### src/rtl/qslp_pkg.sv
// Shared types, constants and the arctangent table for the quaternion slerp block.
// No dependencies; every rtl file refers to it by scoped names.
package qslp_pkg;

    localparam int ANGLE_STEPS = 16;
    localparam int TABLE_LEN   = 24;
    localparam int SQRT_STEPS  = 31;
    localparam int DIV_STEPS   = 47;
    localparam int QDEPTH      = 4;
    localparam int QAW         = 2;

    localparam logic [11:0]        EPS_RESET = 12'd7;
    localparam logic signed [33:0] GAIN_INV  = 34'sd652032874;

    typedef enum logic [1:0] {
        KIND_SLERP,
        KIND_FROM,
        KIND_TO
    } t_kind;

    typedef struct packed {
        t_kind             kind;
        logic              neg;
        logic [27:0]       dot;
        logic [16:0]       ratio;
        logic [3:0][15:0]  fq;
        logic [3:0][15:0]  tq;
    } t_word;

    function automatic logic [31:0] atan_at(input int unsigned idx);
        logic [31:0] v;
        case (idx)
            0:  v = 32'h3243F6A8;
            1:  v = 32'h1DAC6705;
            2:  v = 32'h0FADBAFC;
            3:  v = 32'h07F56EA6;
            4:  v = 32'h03FEAB76;
            5:  v = 32'h01FFD55B;
            6:  v = 32'h00FFFAAA;
            7:  v = 32'h007FFF55;
            8:  v = 32'h003FFFEA;
            9:  v = 32'h001FFFFD;
            10: v = 32'h000FFFFF;
            11: v = 32'h0007FFFF;
            12: v = 32'h0003FFFF;
            13: v = 32'h0001FFFF;
            14: v = 32'h0000FFFF;
            15: v = 32'h00007FFF;
            16: v = 32'h00003FFF;
            17: v = 32'h00001FFF;
            18: v = 32'h00000FFF;
            19: v = 32'h000007FF;
            20: v = 32'h000003FF;
            21: v = 32'h000001FF;
            22: v = 32'h000000FF;
            23: v = 32'h0000007F;
            default: v = 32'h0;
        endcase
        return v;
    endfunction

endpackage

### src/rtl/qslp_fifo.sv
// Short word queue between the front end and the arithmetic pipeline.
// Depends on qslp_pkg for the word type and depth.
module qslp_fifo (
    input  logic             i_clk,
    input  logic             i_rst_n,
    input  logic             i_push,
    input  qslp_pkg::t_word  i_word,
    output logic             o_full,
    input  logic             i_pop,
    output logic             o_empty,
    output qslp_pkg::t_word  o_word
);

    qslp_pkg::t_word            r_mem [qslp_pkg::QDEPTH];
    logic [qslp_pkg::QAW-1:0]   r_wp;
    logic [qslp_pkg::QAW-1:0]   r_rp;
    logic [qslp_pkg::QAW:0]     r_cnt;

    assign o_full  = r_cnt == (qslp_pkg::QAW + 1)'(qslp_pkg::QDEPTH);
    assign o_empty = r_cnt == '0;
    assign o_word  = r_mem[r_rp];

    always_ff @(posedge i_clk) begin
        if (!i_rst_n) begin
            r_wp  <= '0;
            r_rp  <= '0;
            r_cnt <= '0;
        end else begin
            if (i_push) begin
                r_wp <= r_wp + 1'b1;
            end
            if (i_pop) begin
                r_rp <= r_rp + 1'b1;
            end
            case ({i_push, i_pop})
                2'b10:   r_cnt <= r_cnt + 1'b1;
                2'b01:   r_cnt <= r_cnt - 1'b1;
                default: r_cnt <= r_cnt;
            endcase
        end
    end

    always_ff @(posedge i_clk) begin
        if (i_push) begin
            r_mem[r_wp] <= i_word;
        end
    end

endmodule

### config.mk
export PLATFORM = sky130hd
export DESIGN_NAME = qslp_fifo
export DESIGN_NICKNAME = d
export VERILOG_FILES = /design/src/rtl/qslp_pkg.sv /design/src/rtl/qslp_fifo.sv
export SDC_FILE = /design/constraint.sdc
export NUM_CORES = 1
export LEC_CHECK = 0
export ABC_AREA = 1
export BUFFER_PORTS_ARGS = -buffer_cell sky130_fd_sc_hd__buf_2
export CORE_AREA = 5 5 249 251
export CTS_CLUSTER_DIAMETER = 60
export DETAILED_ROUTE_END_ITERATION = 12
export DIE_AREA = 0 0 254 256
export PLACE_DENSITY = 0.7
export SYNTH_ARGS = -nofsm -noshare
export SYNTH_HDL_FRONTEND = slang
export SYNTH_SLANG_ARGS = --single-unit
### constraint.sdc
create_clock -name i_clk -period 6.1 [get_ports i_clk]
set_clock_uncertainty 0.05 [all_clocks]
set_input_delay 1.22 -clock i_clk [delete_from_list [all_inputs] [get_ports i_clk]]
set_output_delay 1.22 -clock i_clk [all_outputs]
set_load 0.02 [all_outputs]
### Word level (Yosys, flattened, before mapping)

Memories as Yosys holds them, arrays and structs flattened. A register that Yosys moved wholly into a read port is not among the register bits.
Cells that the tools add are included.
Widths: inputs -> output; s select.

* muxes and demuxes: 5
* eq/ne operators: 3
* reductions and logical operators: 2
* add/subtract/negate cells: 4

Operators with widths (number)
* $pmux 3 s2: 1
* $add 2x1->2 const B: 2
* $mux 2: 2
* $add 3x1->3 const B: 1
* $eq 3x3->1 const B: 1
* $logic_not 3->1: 1
* $sub 3x1->3 const B: 1
* $eq 2x1->1 const B: 1
* $eq 2x2->1 const B: 1
* $mux 1: 2
* $reduce_bool 2->1: 1

* output and inout port bits: 178
* input bits: 180
* register bits: 7
* word-level logic and storage cells: 18
* memory bits (writable): 704
* memories kept: 1

Memory list
* r_mem: depth 4, width 176, read ports 1, clocked after Yosys merged registers in 1, write ports 1, line qslp_fifo.sv:14 `qslp_pkg::t_word r_mem [qslp_pkg::QDEPTH];`

### Longest topological paths before layout

* depth in word-level cells: 3
* depth in mapped cells: 10
* mapped depth without buffers: 10

### Worst setup path before layout

Ideal clock, no wire load.

* path type: input port to flip-flop
* start: input port i_push
* end: memory r_mem[2][0] in the netlist's numbering, enable pin
* data required time: 5522 ps
* library setup time: 528 ps
* cell stages on the path: 2
* arrival time: 4635 ps
* setup slack: 887 ps
* path buffers: 0
* path through: nand2_1 > inv_1

* longest elaborated chain between the ends: 2

RTL lines
* from (decl): line qslp_fifo.sv:6 `input logic i_push,`
* $mux 1: line qslp_fifo.sv:44 `if (i_push) begin`
* $mux 1 (implied by the code): line qslp_fifo.sv:45 `r_mem[r_wp] <= i_word;`
* to (decl): line qslp_fifo.sv:14

Every way passes these cells.

==> metrics.md <==
| Metric | Value |
|---|---|
| Warnings from Yosys | `0` |
| Crit. End Element | `output pin` |
| Area of the multi-input gates | `4390 um2` |
| Post-layout min period | `4.60 ns` |
| Post-route ant nets | `0` |
| Postcts setup bufs | `0` |
| Mapped Area | `26,500 um2` |
| GR Util met2 | `29.6%` |
| Register area | `21,300 um2` |
| CTS Sinks | `713` |
| Met3 usage | `5.57%` |
| CP max FO | `185` |
| CTS Buffer Depth | `3` |
| Setup violations, final | `0` |
| Hold Path Depth | `1` |
| Most Crowded Layer GR | `met2` |
| Core region area | `59,700 um2` |
| Slowest CP cell | `buf_4` |
| Die area | `65,000 um2` |
| Worst Hold Class | `reg2reg` |
| First-pass GRT wire length | `89,900 um` |
| Post-synth top area cell | `edfxtp_1` |
| Initial antenna violation count | `18` |
| Share of cells above drive strength 1 | `22.5%` |
| CTS Hold Bufs | `0` |
| Leak | `10.8 nW` |
| Part of the power in registers | `50.4%` |
| Slew Limit Fails | `0` |
| H-tree levels | `3` |
| Global Route Usage Sum | `17.5%` |
| Reg clk slew, reported paths | `0.06 ns` |
| Die height | `256 um` |
| Worst slew pin tran | `1.24 ns` |
| Power share of the clock group | `40.0%` |
| WL/cell | `20.2 um` |
| Status | `finished clean` |
| Synthesized flop and latch total | `713` |
| Met1 Use GR | `21.7%` |
| Synth unique cells | `21` |
| R2R Setup Slk | `3.69 ns` |
| Req. time, crit path | `4.83 ns` |
| Max Clock Freq | `217 MHz` |
| Num CTS Buffers | `74` |
| Die W | `254 um` |
| Dominant synthesized flop cell | `edfxtp_1` |
| Hold path start | `r_rp[1]` |
| Post-Synthesis Cells | `1,758` |
| Ports | `358` |
| Slew margin rel. | `17.0%` |
| Critical path startpoint category | `flip-flop` |
| Input/output buffers | `357` |
| Yosys top cell area share | `79.7%` |
| Worst path max stage delay | `0.60 ns` |
| Crit path kind | `reg2out` |
| Pwr Total | `11.2 mW` |
| TritonCTS clock tree | `built` |
| Vias | `15,800` |
| Layout area overhead | `17.7%` |
| Synth top area cells | `edfxtp_1 80%, nor2_1 5.0%, o21ai_0 4.4%` |
| CP Cell Sequence | `buf_4, buf_12, o21ai_0, o22ai_1, buf_2` |
| Switching pwr | `2.64 mW` |
| Async S/R FF share, synth | `0%` |
| Post-synth top cells | `704 x edfxtp_1, 355 x nor2_1, 235 x o21ai_0, 176 x o22ai_1, 123 x o21ai_1` |
| R2R Path Start | `r_wp[0]` |
| Pin count of the biggest net entering global routing | `188` |
| Count of final hold-check violations | `0` |
| Max-cap violations | `0` |
| Layout fillers | `4,850` |
| PD cells | `359 nW/um2` |
| Peak supply drop | `0.000284 V` |
| Final cycle utilization of the critical path | `75.4%` |
| RSZ-0062 raised after global routing | `no` |
| Post-route DRC violation count | `0` |
| R2r endpoint | `r_mem[0][52]` |
| Cell with the most instances after synthesis | `edfxtp_1` |
| Nets | `2,274` |
| # rows | `90` |
| Number of global-route vias before repair | `16,000` |
| Worst-skew pair later-pin latency | `0.60 ns` |
| RePlAce Congestion | `0.734` |
| DR pass1 iterations | `7` |
| Sequential cell area fraction in the yosys report | `80.4%` |
| Grt ovf | `0` |
| Post-Route WL | `59,400 um` |
| Initial Util | `44.5%` |
| Via/cell ratio | `5.38` |
| Comb power frac | `9.6%` |
| Root Buffer | `clkbuf_16` |
| Mapped Nets | `1,944` |
| Sw Ratio | `23.6%` |
| P_int | `8.57 mW` |
| Post-CTS sizing | `0` |
| Syn avg cell area | `15.1 um2` |
| Number of flops mapped to enable cells by yosys | `704` |
| Initial DRC count | `1,196` |
| DP HPWL | `32,500 um` |
| Fin Setup TNS | `0 ns` |
| Worst reg2reg path depth | `5` |
| Critical Path AT | `3.33 ns` |
[through the flow]
step	hold slack [ns]	instances	worst slack [ns]	util [%]	instance area (um2)
2_1_floorplan	0.362	1758	0.887	-	26500
3_3_place_gp	0.360	2794	2.16	48.2	28800
3_5_place_dp	0.416	2794	2.11	48.2	28800
4_1_cts	0.424	2929	1.44	52.3	31200
5_1_grt	0.449	2933	1.31	52.3	31200
6_report	0.419	2940	1.50	52.3	31200
[cells by family after synthesis]
kind of cell               count (synthesis)  share of synthesized area [%]
AOI/OAI and AO/OA                        539                           11.0
adders and majority gates                  6                          0.311
buffers and inverters                    132                           3.10
DFF                                      713                           80.4
and+or+nand+nor                          368                           5.23
[power groups by stage]
stage / sequential [mW] / clock, mW / combinational (mW)
finish: 5.66 / 4.48 / 1.07
global route: 5.67 / 4.78 / 1.17
CTS: 5.66 / 4.56 / 1.09
detailed placement: 5.76 / 0 / 1.09
global placement: 5.75 / 0 / 1.06
floorplan: 5.77 / 0 / 0.672
[how the worst max path moves through the flow]
stage / start / endpoint / slack, ns / depth (start not counted)
after floorplan: i_push / r_mem[2][0] / 0.89 / 2
after global placement: flip-flop / o_word[87] / 2.16 / 5
after detailed placement: flip-flop / o_word[49] / 2.11 / 5
after CTS: flip-flop / o_word[49] / 1.44 / 5
after global routing: flip-flop / o_word[49] / 1.31 / 5
final: flip-flop / o_word[172] / 1.50 / 5
[routing by layer]
metal	vias to the layer above	share of wire (%)	wire length (um)
met5	-	0.28	168
li1	7362	-	-
met1	7847	40	23700
met4	24	2.0	1190
met2	488	50	29400
met3	102	8.2	4890
[flip-flops by register name, summed over array words and instances (netlist names), named ones only]
signal,cells
r_cnt,3
r_wp,2
r_mem,704
r_rp,2
[layout by cell type, fill, tap and decap left out, types with 13 or more instances in the layout]
| cell type | Yosys | routed |
|---|---|---|
| o22ai_1 | 176 | 176 |
| o21ai_0 | 235 | 235 |
| clkbuf_16 | 0 | 77 |
| edfxtp_1 | 704 | 704 |
| o21ai_1 | 123 | 123 |
| clkinv_1 | 0 | 16 |
| nor2_1 | 355 | 355 |
| buf_2 | 43 | 357 |
| clkbuf_1 | 29 | 13 |
[worst max-delay path: cells and delay by family, from the launching register on]
kind / cells / cell delay, ns
buf+inv: 3 / 1.23
flops: 1 / 0.38
compound gates: 2 / 0.53
[cell type report]
type | instances | area share (%)
clock buffer | 90 | 6.33
antenna | 11 | 0.0881
multi-input combinational | 913 | 14.0
clock inverter | 45 | 1.51
timing repair buffer | 369 | 6.25
inverter | 17 | 0.357
tap | 782 | 3.13
sequential | 713 | 68.3
Power figures use the tool's default switching activity.
