===== config.mk =====
export PLATFORM = sky130hd
export DESIGN_NAME = qslp_front
export DESIGN_NICKNAME = d
export VERILOG_FILES = /design/src/rtl/qslp_pkg.sv /design/src/rtl/qslp_front.sv
export SDC_FILE = /design/constraint.sdc
export NUM_CORES = 2
export LEC_CHECK = 0
export BUFFER_PORTS_ARGS = -buffer_cell sky130_fd_sc_hd__buf_2
export CAP_MARGIN = 40
export CORE_UTILIZATION = 32
export DETAILED_ROUTE_END_ITERATION = 12
export MAX_ROUTING_LAYER = met4
export PLACE_DENSITY = 0.48
export SYNTH_ARGS = -nofsm -noshare
export SYNTH_HDL_FRONTEND = slang
export SYNTH_SLANG_ARGS = --single-unit

===== constraint.sdc =====
create_clock -name i_clk -period 16.57 [get_ports i_clk]
set_clock_uncertainty 0.2 [all_clocks]
set_input_delay 0 -clock i_clk [delete_from_list [all_inputs] [get_ports i_clk]]
set_output_delay 0 -clock i_clk [all_outputs]
set_load 0.02 [all_outputs]

===== src/rtl/qslp_pkg.sv =====
// Shared types, constants and the arctangent table for the quaternion slerp block.
// No dependencies; every rtl file refers to it by scoped names.
package qslp_pkg;

    localparam int ANGLE_STEPS = 16;
    localparam int TABLE_LEN   = 24;
    localparam int SQRT_STEPS  = 31;
    localparam int DIV_STEPS   = 47;
    localparam int QDEPTH      = 4;
    localparam int QAW         = 2;

    localparam logic [11:0]        EPS_RESET = 12'd7;
    localparam logic signed [33:0] GAIN_INV  = 34'sd652032874;

    typedef enum logic [1:0] {
        KIND_SLERP,
        KIND_FROM,
        KIND_TO
    } t_kind;

    typedef struct packed {
        t_kind             kind;
        logic              neg;
        logic [27:0]       dot;
        logic [16:0]       ratio;
        logic [3:0][15:0]  fq;
        logic [3:0][15:0]  tq;
    } t_word;

    function automatic logic [31:0] atan_at(input int unsigned idx);
        logic [31:0] v;
        case (idx)
            0:  v = 32'h3243F6A8;
            1:  v = 32'h1DAC6705;
            2:  v = 32'h0FADBAFC;
            3:  v = 32'h07F56EA6;
            4:  v = 32'h03FEAB76;
            5:  v = 32'h01FFD55B;
            6:  v = 32'h00FFFAAA;
            7:  v = 32'h007FFF55;
            8:  v = 32'h003FFFEA;
            9:  v = 32'h001FFFFD;
            10: v = 32'h000FFFFF;
            11: v = 32'h0007FFFF;
            12: v = 32'h0003FFFF;
            13: v = 32'h0001FFFF;
            14: v = 32'h0000FFFF;
            15: v = 32'h00007FFF;
            16: v = 32'h00003FFF;
            17: v = 32'h00001FFF;
            18: v = 32'h00000FFF;
            19: v = 32'h000007FF;
            20: v = 32'h000003FF;
            21: v = 32'h000001FF;
            22: v = 32'h000000FF;
            23: v = 32'h0000007F;
            default: v = 32'h0;
        endcase
        return v;
    endfunction

endpackage


===== src/rtl/qslp_front.sv =====
// Front end: epsilon register, input capture, ratio classification and dot product.
// Depends on qslp_pkg; feeds qslp_fifo.
module qslp_front (
    input  logic                i_clk,
    input  logic                i_rst_n,
    input  logic                i_cfg_we,
    input  logic [11:0]         i_cfg_wdata,
    input  logic                i_in_valid,
    output logic                o_in_ready,
    input  logic signed [15:0]  i_from_x,
    input  logic signed [15:0]  i_from_y,
    input  logic signed [15:0]  i_from_z,
    input  logic signed [15:0]  i_from_w,
    input  logic signed [15:0]  i_to_x,
    input  logic signed [15:0]  i_to_y,
    input  logic signed [15:0]  i_to_z,
    input  logic signed [15:0]  i_to_w,
    input  logic [16:0]         i_ratio,
    input  logic                i_q_full,
    output logic                o_push,
    output qslp_pkg::t_word     o_word
);

    logic [11:0]          r_eps;
    logic                 r_f1_valid;
    logic [3:0][15:0]     r_f1_fq;
    logic [3:0][15:0]     r_f1_tq;
    logic [16:0]          r_f1_ratio;
    qslp_pkg::t_kind      r_f1_kind;
    logic                 r_f2_valid;
    logic [3:0][15:0]     r_f2_fq;
    logic [3:0][15:0]     r_f2_tq;
    logic [16:0]          r_f2_ratio;
    qslp_pkg::t_kind      r_f2_kind;
    logic signed [31:0]   r_f2_prod [4];

    logic                 f_en;
    logic [16:0]          hi_lim;
    qslp_pkg::t_kind      n_kind;
    logic signed [33:0]   dsum;
    logic [33:0]          absd;
    logic                 dneg;

    assign f_en       = !r_f2_valid || !i_q_full;
    assign o_in_ready = f_en;
    assign hi_lim     = 17'h10000 - {5'b0, r_eps};

    always_comb begin
        if (i_ratio < {5'b0, r_eps}) begin
            n_kind = qslp_pkg::KIND_FROM;
        end else if (i_ratio > hi_lim) begin
            n_kind = qslp_pkg::KIND_TO;
        end else begin
            n_kind = qslp_pkg::KIND_SLERP;
        end
    end

    always_ff @(posedge i_clk) begin
        if (!i_rst_n) begin
            r_eps      <= qslp_pkg::EPS_RESET;
            r_f1_valid <= 1'b0;
            r_f2_valid <= 1'b0;
        end else begin
            if (i_cfg_we) begin
                r_eps <= i_cfg_wdata;
            end
            if (f_en) begin
                r_f1_valid <= i_in_valid;
                r_f2_valid <= r_f1_valid;
            end
        end
    end

    always_ff @(posedge i_clk) begin
        if (f_en) begin
            r_f1_fq    <= {i_from_w, i_from_z, i_from_y, i_from_x};
            r_f1_tq    <= {i_to_w, i_to_z, i_to_y, i_to_x};
            r_f1_ratio <= i_ratio;
            r_f1_kind  <= n_kind;
            r_f2_fq    <= r_f1_fq;
            r_f2_tq    <= r_f1_tq;
            r_f2_ratio <= r_f1_ratio;
            r_f2_kind  <= r_f1_kind;
            for (int i = 0; i < 4; i++) begin
                r_f2_prod[i] <= $signed(r_f1_fq[i]) * $signed(r_f1_tq[i]);
            end
        end
    end

    assign dsum = 34'(r_f2_prod[0]) + 34'(r_f2_prod[1]) + 34'(r_f2_prod[2])
                + 34'(r_f2_prod[3]);
    assign dneg = dsum < 0;
    assign absd = dneg ? 34'(-dsum) : 34'(dsum);

    always_comb begin
        o_word.kind  = r_f2_kind;
        if (r_f2_kind == qslp_pkg::KIND_SLERP && absd[33:28] != 6'd0) begin
            o_word.kind = qslp_pkg::KIND_TO;
        end
        o_word.neg   = dneg;
        o_word.dot   = absd[27:0];
        o_word.ratio = r_f2_ratio;
        o_word.fq    = r_f2_fq;
        o_word.tq    = r_f2_tq;
    end

    assign o_push = r_f2_valid && !i_q_full;

endmodule


### Word level (Yosys, flattened, before mapping)

Memory sizes are Yosys's and may differ from the RTL's.
Cells that the tools add are included.

| cells by class | value |
|---|---|
| multiplexer cells | 5 |
| reduce and logical (&&, ||, !) cells | 7 |
| bitwise operators | 0 |
| $add $sub $neg | 5 |
| divide/modulo/power cells | 0 |
| multipliers | 4 |
| $lt $le $gt $ge | 3 |
| eq/ne operators | 0 |
| shifts and indexed selects | 0 |

Operators by type and width:

| operator | number |
|---|---|
| multiplier 16 x 16 -> 32 bit | 4 |
| adder 33 x 32 -> 34 bit | 1 |
| adder 34 x 32 -> 34 bit | 1 |
| < comparator 34 x 1 -> 1 bit, second input constant | 1 |
| two-way mux 34 bit | 1 |
| negation 34 bit | 1 |
| adder 32 x 32 -> 33 bit | 1 |
| greater-than comparator 17 bit | 1 |
| < comparator 17 x 12 -> 1 bit | 1 |
| subtractor 17 x 12 -> 17 bit, first input constant | 1 |
| nonzero test 6 bit | 1 |
| two-way mux 2 bit | 2 |
| logical AND 1 bit | 2 |
| logical NOT 1 bit | 2 |
| logical NOT 2 bit | 1 |
| two-way mux 1 bit | 2 |
| logical OR 1 bit | 1 |

| storage, ports and cells | value |
|---|---|
| input bits | 162 |
| RAM bits | 128 |
| bits in latches | 0 |
| memories kept | 1 |
| word-level logic and storage cells | 48 |
| register bits after elaboration | 308 |
| bits in read-only memories | 0 |

Memories:

| name | depth | width | rd ports | clocked after Yosys merged registers in | write ports | line | text |
|---|---|---|---|---|---|---|---|
| r_f2_prod | 4 | 32 | 4 | 0 | 4 | qslp_front.sv:35 | `logic signed [31:0] r_f2_prod [4];` |

### Depth between registers and ports, before layout

| logic depth | value |
|---|---|
| depth after elaboration | 8 |
| mapped depth | 26 |
| depth with buffers taken out | 25 |

### Worst setup path after synthesis

No wires, ideal clock.

| path | value |
|---|---|
| path type | register -> register |
| start point | register r_f2_valid |
| end point | register r_f2_tq, in the netlist o_word[0] (enable) |
| setup time | 3104 ps |
| data required time | 13266 ps |
| arrival time | 7242 ps |
| cell stages (with the launch flop) | 2 |
| clock period less this slack | 10547 ps |
| path slack | 6023 ps |
| path through | dfxtp_1 -> nand2_1 |

| on the way | value |
|---|---|
| cells in the longest elaborated chain, start to end | 2 |

Ends and longest elaborated chain:

| what | line | text |
|---|---|---|
| from (decl) | qslp_front.sv:30 | `logic r_f2_valid;` |
| from (signal assigned) | qslp_front.sv:69 | `r_f2_valid <= r_f1_valid;` |
| logical NOT 1 bit | qslp_front.sv:44 | `assign f_en = !r_f2_valid \|\| !i_q_full;` |
| logical OR 1 bit | qslp_front.sv:44 |  |
| via o_in_ready | qslp_front.sv:9 | `output logic o_in_ready,` |
| to (signal assigned) | qslp_front.sv:81 | `r_f2_tq <= r_f1_tq;` |
| to (decl) | qslp_front.sv:32 | `logic [3:0][15:0] r_f2_tq;` |

The timed path passes the listed nets, and every way through them passes these cells.
A chain may end at the register's enable or synchronous reset.

==> results.sh <==
export IMPL_ys_types=89
export IMPL_ys_seq_area_share_pct=22.5
export IMPL_whs_ps=116
export IMPL_startpoint_type="register"
export IMPL_vias=38800
export IMPL_die_area_um2=182000
export IMPL_min_path_cells=3
export IMPL_cap_viol_max_count=0
export IMPL_antenna_found_initial=1
export IMPL_rrSetupSlack_ps=8950
export IMPL_multi_input_area_um2=39000
export IMPL_dr_pass1_iters=5
export IMPL_mostFrequentLayoutCell="inv_1"
export IMPL_seq_area_um2=13000
export IMPL_netlist_area_um2=57500
export IMPL_rsz0062_at_grt="no"
export IMPL_worstPathArrival_ps=7480
export IMPL_reg2reg_from="r_f1_tq[49]$_DFFE_PP_"
export IMPL_grt_pass1_vias=42800
export IMPL_hold_viol_final=0
export IMPL_drc_errors=0
export IMPL_hpwl_mm=119
export IMPL_worstHoldPathType="in -> reg"
export IMPL_synthCells=5461
export IMPL_grt_max_degree=64
export IMPL_io_pin_count=340
export IMPL_grt_usage_pct=18.0
export IMPL_yosysWarnings=0
export IMPL_clk_pin_slew_ps=60
export IMPL_worst_endpoint_required_ps=16370
export IMPL_die_w_um=426
export IMPL_hold_start="i_cfg_we"
export IMPL_grt_busiest_layer="met2"
export IMPL_gp_congestion=0.844
export IMPL_tightest_slew_ps=893
export IMPL_htreeDepth=2
export IMPL_synth_ff_type="edfxtp_1"
export IMPL_synth_edff_count=422
export IMPL_fin_crit_sh_pct=46.3
export IMPL_syn_avg_cell_area_um2=10.5
export IMPL_crit_fanout=25
export IMPL_setup_tns_ps=0
export IMPL_slew_headroom_pct=40.5
export IMPL_area_delta_synth_final_pct=17.1
export IMPL_synth_net_count=7127
export IMPL_grt_pass1_wl_mm=245
export IMPL_synthArstFlopShare_pct=0
export IMPL_synth_seq_cells=436
export IMPL_post_drt_wl_per_cell_um=17.9
export IMPL_grtUsageMet3_pct=1.85
export IMPL_fillers=17800
export IMPL_grt_util_met1_pct=22.9
export IMPL_min_period_ps=7680
export IMPL_start_util_pct=32.2
export IMPL_max_freq_mhz=130
export IMPL_cts_tree="built"
export IMPL_via_per_inst=4.56
export IMPL_drtIter0Drc=1591
export IMPL_status="finished, final reports clean"
export IMPL_root_buffer="clkbuf_16"
export IMPL_setup_viol=0
export IMPL_grt_overflow=0
export IMPL_final_nets=7759
export IMPL_routed_wl_mm=152
export IMPL_dieHeight_um=426
export IMPL_numClockSinks=436
export IMPL_reg2regPathDepth=20
export IMPL_layout_common_cells="1349 x inv_1, 1113 x fa_1, 527 x nand2_1"
export IMPL_critical_path_class="reg -> out"
export IMPL_numCtsBuffers=59
export IMPL_cts_resized=0
export IMPL_drive_gt1_share_pct=8.27
export IMPL_slew_viol_final=0
export IMPL_cp_end_kind="output pin"
export IMPL_use_met2_pct=30.2
export IMPL_rows=155
export IMPL_core_area_um2=179000
export IMPL_holdPathEnd="r_eps[0]$_SDFFE_PN1P_"
export IMPL_final_antenna_net_count=0
export IMPL_clock_latency_ps=720
export IMPL_clk_path_buf_depth=3
export IMPL_r2r_end="r_f2_prod[3][31]$_DFFE_PP_"
export IMPL_portBuffers=339
## worst max-delay path by stage
stage                              startpoint                          to  slack (ps)  cells after the start
finish              r_f2_prod[0][1]$_DFFE_PP_                 o_word[165]        8890                     20
global route        r_f2_prod[0][1]$_DFFE_PP_                 o_word[165]        8500                     20
CTS                 r_f2_prod[0][1]$_DFFE_PP_                 o_word[165]        8710                     20
detailed placement      r_f1_fq[55]$_DFFE_PP_  r_f2_prod[3][31]$_DFFE_PP_        8970                     21
global placement        r_f1_fq[55]$_DFFE_PP_  r_f2_prod[3][31]$_DFFE_PP_        9040                     21
floorplan             r_f2_valid$_SDFFE_PN0P_         o_word[0]$_DFFE_PP_        6020                      1
## logic make-up (layout without fill, tap and decap cells)
| kind of cell | Yosys count | after routing | synth area share, % |
|---|---|---|---|
| compound gates | 428 | 428 | 4.97 |
| xor+xnor | 195 | 195 | 2.99 |
| fa+ha+maj | 1504 | 1504 | 47.2 |
| buf+inv | 1495 | 2175 | 9.78 |
| flops | 436 | 436 | 22.5 |
| mux | 13 | 13 | 0.228 |
| other cells | 0 | 3 | 0 |
| simple gates | 1390 | 1390 | 12.3 |
## sequential cells by signal, summed over array words and instances, names as in the netlist
register    count
r_f2_valid      1
r_f1_kind       2
r_f2_kind       2
r_f1_tq        64
r_f2_prod     128
r_f1_ratio     17
r_f1_fq        64
o_word        128
r_eps          12
r_f1_valid      1
r_f2_ratio     17
## synth_stat cells (37+ instances only)
| cell | instances | area [um2] |
|---|---|---|
| edfxtp_1 | 422 | 12700 |
| o21ai_0 | 68 | 340 |
| nor2_1 | 134 | 503 |
| nand2_1 | 528 | 1980 |
| a21oi_1 | 124 | 621 |
| and2_1 | 505 | 3160 |
| fa_1 | 1113 | 22300 |
| clkbuf_1 | 139 | 522 |
| nor2b_1 | 37 | 231 |
| xnor2_1 | 146 | 1280 |
| xor2_1 | 47 | 412 |
| ha_1 | 391 | 4890 |
| inv_1 | 1349 | 5060 |
| a21o_1 | 54 | 405 |
| o21a_1 | 37 | 278 |
## through the flow
stage	worst slack (ps)	util (%)	cell area, um2	std cells
2_1_floorplan	6020	-	57500	5461
3_3_place_gp	9040	34.6	61800	8036
3_5_place_dp	8970	34.6	61900	8038
4_1_cts	8710	37.7	67400	8495
5_1_grt	8500	37.7	67400	8497
6_report	8890	37.7	67400	8499
## cell type report
| class | instances | share of cell area [%] |
|---|---|---|
| inverter | 1349 | 7.51 |
| clock inverter | 46 | 0.707 |
| multi-input combinational | 3530 | 57.8 |
| timing repair buffer | 717 | 8.11 |
| antenna | 3 | 0.0111 |
| sequential | 436 | 19.2 |
| tap | 2355 | 4.37 |
| clock buffer | 63 | 2.24 |
## layer usage
metal / vias to the layer above / share of wire [%]
li1: 17900 / -
met1: 20100 / 44
met2: 646 / 50
met3: 149 / 3.3
met4: 0 / 3.1
met5: - / 0
## repair_timing
item,in CTS,in global routing
hold buffers,348,0
endpoints found under the hold margin,188,0
endpoints found under the setup margin,0,0
setup buffers,0,0
## critical path: stages, from the launching register on
cell and delay [ps]:
edfxtp_1 370, inv_1 100, fa_1 540, inv_1 50, fa_1 480, ha_1 250, inv_1 90, fa_1 480
and2b_1 260, o21ai_2 100, a211oi_1 470, o21ai_1 230, o21ai_1 300, a211oi_1 200, nor3_1 300, nand3b_1 150
nand3_1 460, inv_1 800, o21ai_0 260, xor2_1 600, buf_2 290
Power is left out: the tool's default activity adds up to more than one toggle a clock period on the data nets, which glitch-free logic cannot reach.
